===== src/rtl/core/wn_pkg.sv =====
`timescale 1ns / 1ps
// Shared types and constants for the Walsh nonlinearity block.
// No dependencies; imported by wn_dp, wn_ctrl, walsh_nonlinearity and the bench.
package wn_pkg;

  localparam int MAX_VARS_DEF   = 10;
  localparam int NUM_VARS_W     = 4;
  localparam logic [NUM_VARS_W-1:0] NUM_VARS_RST = 4'd4;

  // Configuration map: byte address 4*index, index = paddr[2]
  localparam int CFG_ADDR_W     = 3;
  localparam int CFG_DATA_W     = 32;
  localparam logic REG_NUM_VARS = 1'b0;

  typedef enum logic [2:0] {
    ST_LOAD  = 3'b001,
    ST_SCAN  = 3'b010,
    ST_DRAIN = 3'b100
  } state_t;

  typedef struct packed {
    logic load;       // write the accepted bit into the table
    logic scan_init;  // clear scan counters and running maximum
    logic step;       // issue one table read for the current (w, x)
    logic emit;       // capture the result into the output registers
  } cmd_t;

  typedef struct packed {
    logic last_bit;   // the bit at hand completes the table
    logic scan_last;  // current (w, x) is the final pair
    logic idle;       // scan pipeline holds nothing in flight
  } status_t;

endpackage


===== src/rtl/core/wn_ram.sv =====
`timescale 1ns / 1ps
// Generic single-write, single-read RAM with registered read data.
// No dependencies.
module wn_ram #(
  parameter int WIDTH = 1,
  parameter int DEPTH = 1024
) (
  input  logic                     clk,
  input  logic                     we,
  input  logic [$clog2(DEPTH)-1:0] waddr,
  input  logic [WIDTH-1:0]         wdata,
  input  logic [$clog2(DEPTH)-1:0] raddr,
  output logic [WIDTH-1:0]         rdata
);

  logic [WIDTH-1:0] mem_r [DEPTH];
  logic [WIDTH-1:0] rdata_r;

  always_ff @(posedge clk) begin
    if (we) begin
      mem_r[waddr] <= wdata;
    end
    rdata_r <= mem_r[raddr];
  end

  assign rdata = rdata_r;

endmodule


===== src/rtl/core/wn_dp.sv =====
`timescale 1ns / 1ps
// Datapath: truth-table store, bit counter, Walsh scan pipeline, result registers.
// Depends on wn_pkg and wn_ram.
module wn_dp
  import wn_pkg::*;
#(
  parameter int MAX_VARS = MAX_VARS_DEF
) (
  input  logic                  clk,
  input  logic                  rst_n,
  input  logic [NUM_VARS_W-1:0] num_vars,
  input  logic                  truth_bit,
  input  cmd_t                  cmd,
  output status_t               status,
  output logic [MAX_VARS-1:0]   nonlinearity,
  output logic [MAX_VARS:0]     max_abs_walsh
);

  localparam int AW = MAX_VARS;
  localparam int CW = MAX_VARS + 1;
  localparam int NW = $clog2(MAX_VARS + 1);

  logic [NW-1:0] n_eff;
  logic [CW-1:0] len;
  logic [CW-1:0] len_m1;

  logic [CW-1:0] bits_r;
  logic [AW-1:0] x_r;
  logic [AW-1:0] w_r;
  logic          x_last;

  logic          a_v_r;
  logic          a_par_r;
  logic          a_last_r;
  logic          rd_bit;
  logic          miss;

  logic [CW-1:0] cnt_r;
  logic [CW-1:0] sum_r;
  logic          b_v_r;

  logic [CW:0]   twice;
  logic [CW:0]   len_x;
  logic [CW:0]   mag_wide;
  logic [CW-1:0] mag;
  logic [CW-1:0] max_r;
  logic [CW-1:0] nl_wide;

  logic [MAX_VARS-1:0] nl_r;
  logic [MAX_VARS:0]   max_out_r;

  // Saturate the variable count into 1..MAX_VARS
  always_comb begin
    if (num_vars == '0) begin
      n_eff = NW'(1);
    end else if (int'(num_vars) > MAX_VARS) begin
      n_eff = NW'(MAX_VARS);
    end else begin
      n_eff = NW'(num_vars);
    end
  end

  assign len    = CW'(1) << n_eff;
  assign len_m1 = len - CW'(1);

  assign status.last_bit  = (bits_r + CW'(1)) >= len;
  assign x_last           = ({1'b0, x_r} == len_m1);
  assign status.scan_last = x_last && ({1'b0, w_r} == len_m1);
  assign status.idle      = !a_v_r && !b_v_r;

  wn_ram #(
    .WIDTH(1),
    .DEPTH(1 << MAX_VARS)
  ) u_table (
    .clk   (clk),
    .we    (cmd.load),
    .waddr (bits_r[AW-1:0]),
    .wdata (truth_bit),
    .raddr (x_r),
    .rdata (rd_bit)
  );

  // Control state
  always_ff @(posedge clk) begin
    if (!rst_n) begin
      bits_r <= '0;
      a_v_r  <= 1'b0;
      b_v_r  <= 1'b0;
    end else begin
      if (cmd.load) begin
        bits_r <= status.last_bit ? '0 : bits_r + CW'(1);
      end
      a_v_r <= cmd.step;
      b_v_r <= a_v_r && a_last_r;
    end
  end

  // Scan counters: x runs fastest, w advances after each full pass over x
  always_ff @(posedge clk) begin
    if (cmd.scan_init) begin
      x_r <= '0;
      w_r <= '0;
    end else if (cmd.step) begin
      if (x_last) begin
        x_r <= '0;
        w_r <= w_r + AW'(1);
      end else begin
        x_r <= x_r + AW'(1);
      end
    end
  end

  // Stage A: parity of w AND x travels alongside the table read
  always_ff @(posedge clk) begin
    a_par_r  <= ^(w_r & x_r);
    a_last_r <= x_last;
  end

  // Stage B: count disagreements between f(x) and the linear function
  assign miss = rd_bit ^ a_par_r;

  always_ff @(posedge clk) begin
    if (cmd.scan_init) begin
      cnt_r <= '0;
    end else if (a_v_r) begin
      if (a_last_r) begin
        cnt_r <= '0;
        sum_r <= cnt_r + CW'(miss);
      end else begin
        cnt_r <= cnt_r + CW'(miss);
      end
    end
  end

  // Stage C: |W(w)| = |len - 2*count|, keep the largest
  assign twice    = {sum_r, 1'b0};
  assign len_x    = {1'b0, len};
  assign mag_wide = (twice >= len_x) ? (twice - len_x) : (len_x - twice);
  assign mag      = mag_wide[CW-1:0];

  always_ff @(posedge clk) begin
    if (cmd.scan_init) begin
      max_r <= '0;
    end else if (b_v_r && (mag > max_r)) begin
      max_r <= mag;
    end
  end

  assign nl_wide = (len >> 1) - (max_r >> 1);

  always_ff @(posedge clk) begin
    if (cmd.emit) begin
      nl_r      <= nl_wide[MAX_VARS-1:0];
      max_out_r <= max_r;
    end
  end

  assign nonlinearity  = nl_r;
  assign max_abs_walsh = max_out_r;

endmodule


===== src/rtl/core/wn_ctrl.sv =====
`timescale 1ns / 1ps
// Controller: sequences table load, Walsh scan, drain and result hand-off.
// Depends on wn_pkg.
module wn_ctrl
  import wn_pkg::*;
(
  input  logic    clk,
  input  logic    rst_n,
  input  logic    in_valid,
  output logic    in_stall,
  output logic    out_valid,
  input  logic    out_stall,
  input  status_t status,
  output cmd_t    cmd
);

  state_t state_r;
  state_t state_nxt;
  logic   out_valid_r;
  logic   accept;

  assign in_stall = (state_r != ST_LOAD);
  assign accept   = in_valid && !in_stall;

  assign cmd.load      = accept;
  assign cmd.scan_init = accept && status.last_bit;
  assign cmd.step      = (state_r == ST_SCAN);
  // Hand off only once the pipeline is empty and the output slot frees up
  assign cmd.emit      = (state_r == ST_DRAIN) && status.idle &&
                         (!out_valid_r || !out_stall);

  always_comb begin
    state_nxt = state_r;
    unique case (state_r)
      ST_LOAD: begin
        if (cmd.scan_init) begin
          state_nxt = ST_SCAN;
        end
      end
      ST_SCAN: begin
        if (status.scan_last) begin
          state_nxt = ST_DRAIN;
        end
      end
      ST_DRAIN: begin
        if (cmd.emit) begin
          state_nxt = ST_LOAD;
        end
      end
      default: begin
        state_nxt = ST_LOAD;
      end
    endcase
  end

  always_ff @(posedge clk) begin
    if (!rst_n) begin
      state_r     <= ST_LOAD;
      out_valid_r <= 1'b0;
    end else begin
      state_r <= state_nxt;
      if (cmd.emit) begin
        out_valid_r <= 1'b1;
      end else if (!out_stall) begin
        out_valid_r <= 1'b0;
      end
    end
  end

  assign out_valid = out_valid_r;

  a_emit_no_overwrite: assert property (@(posedge clk) disable iff (!rst_n)
    cmd.emit |-> !(out_valid_r && out_stall))
    else $error("result overwritten while still stalled");

  a_load_pipe_empty: assert property (@(posedge clk) disable iff (!rst_n)
    (state_r == ST_LOAD) |-> status.idle)
    else $error("scan pipeline busy while loading");

  a_scan_to_drain: assert property (@(posedge clk) disable iff (!rst_n)
    (state_r == ST_SCAN && status.scan_last) |=> (state_r == ST_DRAIN && !status.idle))
    else $error("final scan read not followed by drain");

  a_emit_then_valid: assert property (@(posedge clk) disable iff (!rst_n)
    cmd.emit |=> out_valid_r)
    else $error("result captured without valid");

endmodule


===== src/rtl/core/walsh_nonlinearity.sv =====
`timescale 1ns / 1ps
// Top level of the Walsh nonlinearity block: configuration register and wiring.
// Depends on wn_pkg, wn_ctrl, wn_dp (and wn_ram through wn_dp).

// Truth-table bits stream in one per cycle while in_stall is low, in index order,
// into a 2^MAX_VARS x 1 RAM. The bit that completes a table of 2^n entries starts
// the spectrum scan: each coefficient W(w) is formed by one pass over x reading one
// table bit per cycle, and in_stall stays high through the scan, the pipeline drain
// and the hand-off, which waits while an earlier result is still stalled. The single
// RAM read port sets that rate. A finished result waits in the output register;
// loading of the next table goes on meanwhile. num_vars is saturated into 1..MAX_VARS
// and must be written only while the block is idle.
module walsh_nonlinearity
  import wn_pkg::*;
#(
  parameter int MAX_VARS = MAX_VARS_DEF
) (
  input  logic                  clk,
  input  logic                  rst_n,

  input  logic                  in_valid,
  output logic                  in_stall,
  input  logic                  in_truth_bit,

  output logic                  out_valid,
  input  logic                  out_stall,
  output logic [MAX_VARS-1:0]   out_nonlinearity,
  output logic [MAX_VARS:0]     out_max_abs_walsh,

  input  logic                  psel,
  input  logic                  penable,
  input  logic                  pwrite,
  input  logic [CFG_ADDR_W-1:0] paddr,
  input  logic [CFG_DATA_W-1:0] pwdata,
  output logic [CFG_DATA_W-1:0] prdata,
  output logic                  pready
);

  logic [NUM_VARS_W-1:0] num_vars_r;
  logic                  cfg_wr;
  cmd_t                  cmd;
  status_t               status;

  assign pready = 1'b1;
  assign cfg_wr = psel && penable && pwrite && pready;

  always_ff @(posedge clk) begin
    if (!rst_n) begin
      num_vars_r <= NUM_VARS_RST;
    end else if (cfg_wr && (paddr[2] == REG_NUM_VARS)) begin
      num_vars_r <= pwdata[NUM_VARS_W-1:0];
    end
  end

  always_comb begin
    unique case (paddr[2])
      REG_NUM_VARS: prdata = CFG_DATA_W'(num_vars_r);
      default:      prdata = '0;
    endcase
  end

  wn_ctrl u_ctrl (
    .clk       (clk),
    .rst_n     (rst_n),
    .in_valid  (in_valid),
    .in_stall  (in_stall),
    .out_valid (out_valid),
    .out_stall (out_stall),
    .status    (status),
    .cmd       (cmd)
  );

  wn_dp #(
    .MAX_VARS(MAX_VARS)
  ) u_dp (
    .clk           (clk),
    .rst_n         (rst_n),
    .num_vars      (num_vars_r),
    .truth_bit     (in_truth_bit),
    .cmd           (cmd),
    .status        (status),
    .nonlinearity  (out_nonlinearity),
    .max_abs_walsh (out_max_abs_walsh)
  );

endmodule


===== config.mk =====
export PLATFORM = sky130hd
export DESIGN_NAME = walsh_nonlinearity
export DESIGN_NICKNAME = d
export VERILOG_FILES = /design/src/rtl/core/wn_pkg.sv /design/src/rtl/core/wn_ram.sv /design/src/rtl/core/wn_dp.sv /design/src/rtl/core/wn_ctrl.sv /design/src/rtl/core/walsh_nonlinearity.sv
export SDC_FILE = /design/constraint.sdc
export NUM_CORES = 2
export LEC_CHECK = 0
export BUFFER_PORTS_ARGS = -buffer_cell sky130_fd_sc_hd__buf_2
export CORE_MARGIN = 2
export CORE_UTILIZATION = 45
export DETAILED_ROUTE_END_ITERATION = 16
export PLACE_DENSITY_LB_ADDON = 0.3
export SLEW_MARGIN = 10
export SYNTH_ARGS = -nofsm -noshare
export SYNTH_HDL_FRONTEND = slang
export SYNTH_SLANG_ARGS = --single-unit

===== constraint.sdc =====
create_clock -name clk -period 11.85 [get_ports clk]
set_clock_uncertainty 0.1 [all_clocks]
set_input_delay 2.37 -clock clk [delete_from_list [all_inputs] [get_ports clk]]
set_output_delay 2.37 -clock clk [all_outputs]
set_load 0.02 [all_outputs]

* Word level (Yosys, flattened, before mapping)
Memories as Yosys holds them, arrays and structs flattened. A register that Yosys moved wholly into a read port is not among the register bits.
Index checks and enable logic that the tools add are counted.
** Storage, ports and cells
- Flip-flop bits (word level) :: 97
- Bits in writable memories :: 1024
- Input bits :: 43
- Output and inout port bits :: 56
- Logic and storage cells :: 80
- Memories kept :: 1
** Memory list
- u_dp.u_table.mem_r :: depth 1024, bits a word 1, rd ports 1, clocked after memory_dff 1, wr ports 1, RTL line wn_ram.sv:16 : logic [WIDTH-1:0] mem_r [DEPTH];
** Cells by class
- $add $sub $neg :: 8
- Order comparisons :: 4
- Eq/ne operators :: 10
- Shift-type cells :: 1
- Muxes and demuxes :: 15
- Bitwise gates (word level) :: 4
- Reduce and logical (&&, ||, !) cells :: 22
** Operators with widths (count)
- $mux W11 :: 3
- $eq A10 B11 Y1 :: 2
- $sub A11 B11 Y11 :: 2
- $add A10 B1 Y10 const B :: 2
- $ge A12 B11 Y1 :: 1
- $mux W4 :: 3
- $add A11 B1 Y11 :: 1
- $add A11 B1 Y11 const B :: 1
- $ge A11 B11 Y1 :: 1
- $gt A11 B11 Y1 :: 1
- $logic_and A1 B1 Y1 :: 11
- $shl A1 B4 Y11 const A :: 1
- $sub A11 B1 Y11 const B :: 1
- $and A10 B10 Y10 :: 1
- $mux W10 :: 1
- $reduce_xor A10 Y1 :: 1
- $sub A10 B10 Y10 :: 1
- $mux W3 :: 3
- $pmux W3 S3 :: 1
- $ne A2 B2 Y1 const B :: 3
- $reduce_and A3 Y1 :: 2
- $logic_not A1 Y1 :: 5
- $gt A4 B4 Y1 const B :: 1
- $logic_not A4 Y1 :: 1
- 10 further kinds :: 14

* Longest topological paths before layout
- Depth after elaboration :: 9
- Gate-level depth with buffers :: 24
- Mapped depth without buffers :: 21

* Cells and area by module
A second synthesis with hierarchy kept.
** Unflattened totals
- Cell total of the unflattened synthesis :: 3868
- Area, all modules :: 51348.0 um2
** Modules (own cells, without submodules)
- wn_ram :: instances 1, cells each 3112, area each 44656.6 um2, seq. area each 30769.5 um2
- wn_dp :: instances 1, cells each 673, area each 6020.8 um2, seq. area each 2102.0 um2
- walsh_nonlinearity :: instances 1, cells each 53, area each 431.7 um2, seq. area each 80.1 um2
- wn_ctrl :: instances 1, cells each 30, area each 239.0 um2, seq. area each 80.1 um2

* Worst setup path before layout
No wires, ideal clock.
- Kind :: reg2reg
- Start :: register num_vars_r[1]
- End :: register u_dp.max_r[9]
- Library setup time :: 0.117 ns
- Arrival time :: 4.947 ns
- Required time :: 11.633 ns
- Path slack :: 6.685 ns
- Cell stages (with the launch flop) :: 22
- Clock period less this slack :: 5.165 ns
- Path through :: dfxtp_1 -> clkbuf_1 -> nor4b_1 -> inv_1 -> ha_1 -> a21oi_1 -> o21ai_0 -> a221o_1 -> a21o_1 -> a311oi_2 -> o221ai_2 -> xor2_1 -> ha_1 -> nand2_1 -> or2_2 -> o21bai_1 -> o211a_1 -> o21ai_0 -> clkbuf_1 -> nor2_1 -> a32oi_1 -> nand2_1
** Between the ends
- Cells in the longest elaborated chain, start to end :: 8
- Elaborated cells between the ends (all ways) :: 13
- Classes of those cells :: add/sub: 2; order compare: 4; shift: 1; mux: 3; reduce/logical: 3
** RTL lines
- from (decl) :: RTL line walsh_nonlinearity.sv:39 : logic [NUM_VARS_W-1:0] num_vars_r;
- from (signal assigned) :: RTL line walsh_nonlinearity.sv:51 : num_vars_r <= pwdata[NUM_VARS_W-1:0];
- $gt A4 B4 Y1 :: RTL line wn_dp.sv:56 : end else if (int'(num_vars) > MAX_VARS) begin
- $mux W4 :: RTL line wn_dp.sv:56
- $mux W4 * :: RTL line wn_dp.sv:54 : if (num_vars == '0) begin
- $shl A1 B4 Y11 * :: RTL line wn_dp.sv:63 : assign len = CW'(1) << n_eff;
- $sub A11 B11 Y11 / $ge A12 B11 Y1 (equally long branches) :: RTL line wn_dp.sv:138 : assign mag_wide = (twice >= len_x) ? (twice - len_x) : (len_x - twice);
- $mux W11 * :: RTL line wn_dp.sv:138
- via u_dp.mag_wide[7] :: RTL line wn_dp.sv:44 : logic [CW:0] mag_wide;
- $gt A11 B11 Y1 * :: RTL line wn_dp.sv:144 : end else if (b_v_r && (mag > max_r)) begin
- $logic_and A1 B1 Y1 * :: RTL line wn_dp.sv:144
- to (signal assigned) :: RTL line wn_dp.sv:145 : max_r <= mag;
- to (decl) :: RTL line wn_dp.sv:46 : logic [CW-1:0] max_r;
The timed path passes the listed nets; every way through them passes the cells marked *.
A chain may end at the register's enable or synchronous reset.

* Final worst setup path
- Start :: register num_vars_r[3]
- End :: register u_dp.max_r[9]
Same word-level chain as after synthesis.

==> metrics.txt <==
proportion of layout cells with a drive suffix above 1 13.9%; total power density per cell area ~180 nW/um2; startpoint type of the worst setup path register; global-route wire length before repair between 200000 and 250000 um; # IOs 99; sequential group share of total power approximately 45%; initial antenna violation count 1; share of flip-flops with an asynchronous set or reset after synthesis 0%; proportion of power drawn by the clock network roughly a third; IR drop worst, VDD 0.174 mV; number of global-route vias before repair 30.1k; count of hold-fix buffers inserted at cts 0; routability-driven placement congestion ratio ~0.83; final setup violating endpoints 0; via-per-instance ratio 5.98; reported net switching power 2.80 mW; TritonCTS clock tree yes; Syn Inst Count 3836; number of distinct library cells after synthesis between 80 and 90; critical path, cell by cell nand2b_1 > nor3_1 > inv_1 > ha_1 > a211oi_1 > o21ai_1 > a221o_1 > a21o_1 > a311oi_2 > o221ai_2 > xor2_1 > ha_1 > nand2_1 > or2_2 > o21bai_1 > o211a_1 > o21ai_0 > buf_4 > nor2b_1 > a32oi_1 > nand2_1; post-CTS resize count 0; count of warnings emitted by yosys 0; Netlist Area Pre-Place approximately 51000 um2; CP max-delay cell nor3_1; count of pins over their slew limit 0; number of iterations in the first detailed-routing pass 6; die area 116000 um2; design internal power 7.15 mW; placed standard-cell area roughly 52000 um2; count of maximum capacitance violations 0; largest driver fanout on the critical path 22; leakage power figure 17.1 nW; CTS Root Cell clkbuf_16; remaining number of nets flagged by the antenna check after routing 0; count of routing violations after the opening detailed-route iteration 4258; f_max about 160 MHz; global route total overflow 0; DRC violation count after routing 0; GRT Resource Usage Total 23.6%; Post-synth EDFFs 1056; die outline width 341 um; number of buffers created by CTS 114; dominant synthesized flop cell edfxtp_1; H-Tree Level Count 3; area growth from synthesis to final layout 9.11%; number of filler cells placed in the layout 9701; average routed wire per standard cell roughly 26 um; largest net degree at the start of global routing just over 300; syn_area_per_cell roughly 13 um2; Setup Fix Bufs, Post-CTS 0; total half-perimeter wirelength after legalization and detailed placement 74900 um; remaining max-slew budget at the tightest pin 7.81%; DR vias 31.8k; Switching Share 28.1%; number of port buffers 39; Final Cell Area 55900 um2; clock buffer depth 3; data required time at the worst endpoint approximately 12000 ps; part of the cycle the worst path needs 51.7%; ant diodes 0; final hold violations 0; sequential share of the synthesized area between 60% and 70%; effective utilization at floorplan 45.4%; kind of end point of the critical path register; CTS clk-pin slew, worst paths 60 ps; post-route setup TNS 0 ps; number of clock sinks seen by CTS 1122; die extent in y 341 um; Skew-Pair Late Insertion Delay between 700 and 800 ps; Site Rows about 120; Synth Register Bits 1122; power share of the combinational group 19.8%; Post-layout nets 3825; Final Routed Wirelength 139000 um; critical path type register to register; pin slew with the least headroom to its limit 1380 ps; Core Footprint 113000 um2; result of the run complete, no violations; min Tclk post-route a little over 6000 ps; path type of the worst min-delay path register to register; highest cell delay on the worst timing path 740 ps; unrepaired setup endpoints after global routing no; CP Data Arrival Time 6620 ps
==> power groups by stage <==
stage | combinational, mW | sequential [mW] | clock (mW)
floorplan | 1.46 | 4.46 | 0
global placement | 1.95 | 4.54 | 0
detailed placement | 1.96 | 4.54 | 0
CTS | 1.96 | 4.46 | 3.55
global route | 2.08 | 4.46 | 3.69
finish | 1.97 | 4.46 | 3.51
==> sequential cells by signal, summed over array words and instances (netlist names) <==
signal              count
u_dp.x_r               10
u_ctrl.out_valid        1
u_dp.u_table.mem_r   1024
u_dp.max_r             11
u_ctrl.state_r          3
u_dp.a_v_r              1
u_dp.nonlinearity      10
num_vars_r              4
u_dp.sum_r             11
u_dp.bits_r            11
u_dp.a_par_r            1
u_dp.b_v_r              1
u_dp.a_last_r           1
u_dp.w_r               10
u_dp.u_table.rdata      1
u_dp.max_abs_walsh     11
u_dp.cnt_r             11
==> synthesized netlist by cell type, types with 39 or more instances <==
cell type | n | area, um2
nor2_1 | 1094 | 4110
edfxtp_1 | 1056 | 31700
clkbuf_1 | 252 | 946
mux4_2 | 195 | 4390
nand2_1 | 145 | 544
mux2i_1 | 83 | 831
a21oi_1 | 67 | 335
dfxtp_1 | 66 | 1320
ha_1 | 59 | 738
nor2b_1 | 55 | 344
inv_1 | 53 | 199
o21ai_0 | 52 | 260
xnor2_1 | 47 | 412
buf_2 | 46 | 230
a22oi_1 | 39 | 293
nand3_1 | 39 | 195
==> area by class of cell <==
| class | instances | area [um2] | area share (%) |
|---|---|---|---|
| clock buffers | 140 | 2970 | 5.32 |
| clock inverters | 70 | 646 | 1.16 |
| inverters | 56 | 210 | 0.376 |
| flip-flops and latches | 1122 | 33000 | 59.2 |
| multi-input cells | 2322 | 16400 | 29.3 |
| well taps | 1500 | 1880 | 3.36 |
| repair buffers | 104 | 743 | 1.33 |
==> stage by stage <==
stage	power, mW	hold slack [ps]	util (%)	std cells	worst slack [ps]
6_report	9.95	372	49.6	5314	5730
5_1_grt	10.2	379	49.6	5314	5290
2_1_floorplan	5.92	325	-	3868	6690
4_1_cts	9.97	367	49.6	5314	5730
3_5_place_dp	6.50	350	46.4	5104	5770
3_3_place_gp	6.49	355	46.4	5104	5760
==> cells in the final DEF, fill, tap and decap left out, types with 14 or more instances in the layout <==
cell type,n
nor3_1,33
o22ai_1,25
mux2i_1,83
nand2b_1,16
xnor2_1,47
inv_1,53
ha_1,59
mux4_2,195
buf_4,61
clkinv_2,18
nand4_1,14
a22o_1,16
and2_1,26
o21ai_0,52
conb_1,34
a21oi_1,66
mux4_1,24
a22oi_1,39
clkbuf_16,115
buf_2,38
nor2b_1,53
a221oi_1,19
xor2_1,15
mux2_2,18
and3_1,18
nand2_2,25
nand2_1,113
nor2_1,1092
edfxtp_1,1056
dfxtp_1,61
clkinv_1,38
clkbuf_1,25
a211oi_1,14
nand3_1,39
==> cells by family (layout without fill, tap and decap cells) <==
| family | Yosys count | in the layout | share of synthesized area [%] |
|---|---|---|---|
| compound gates | 340 | 340 | 4.67 |
| xor+xnor | 63 | 63 | 1.10 |
| fa+ha+maj | 62 | 62 | 1.56 |
| buf+inv | 424 | 370 | 4.03 |
| flops | 1122 | 1122 | 64.5 |
| mux | 321 | 321 | 11.9 |
| other cells | 2 | 34 | 0.0147 |
| simple gates | 1502 | 1502 | 12.2 |
==> worst max-delay path, delay by kind of cell (launching register included) <==
kind | cells | cell delay [ps]
AOI/OAI and AO/OA | 10 | 2400
and+or+nand+nor | 6 | 1790
adders and majority gates | 2 | 590
DFF | 1 | 520
buffers and inverters | 2 | 440
xor gates and xnor gates | 1 | 160
==> layer usage <==
metal / track usage, % / share of wire, %
met5: 0 / 0
met1: 32.9 / 40
met3: 4.66 / 10
met2: 37.4 / 47
met4: 7.64 / 3.4
==> final timing paths <==
check / slack [ps] / endpoint / start / cells past startpoint
max: 5730 / u_dp.max_r[9] / num_vars_r[3] / 21
min: 370 / u_dp.max_abs_walsh[6] / u_dp.max_r[6] / 0
max reg2reg: 5730 / u_dp.max_r[9] / num_vars_r[3] / 21
min reg2reg: 370 / u_dp.max_abs_walsh[6] / u_dp.max_r[6] / 0
Power figures use the tool's default switching activity.
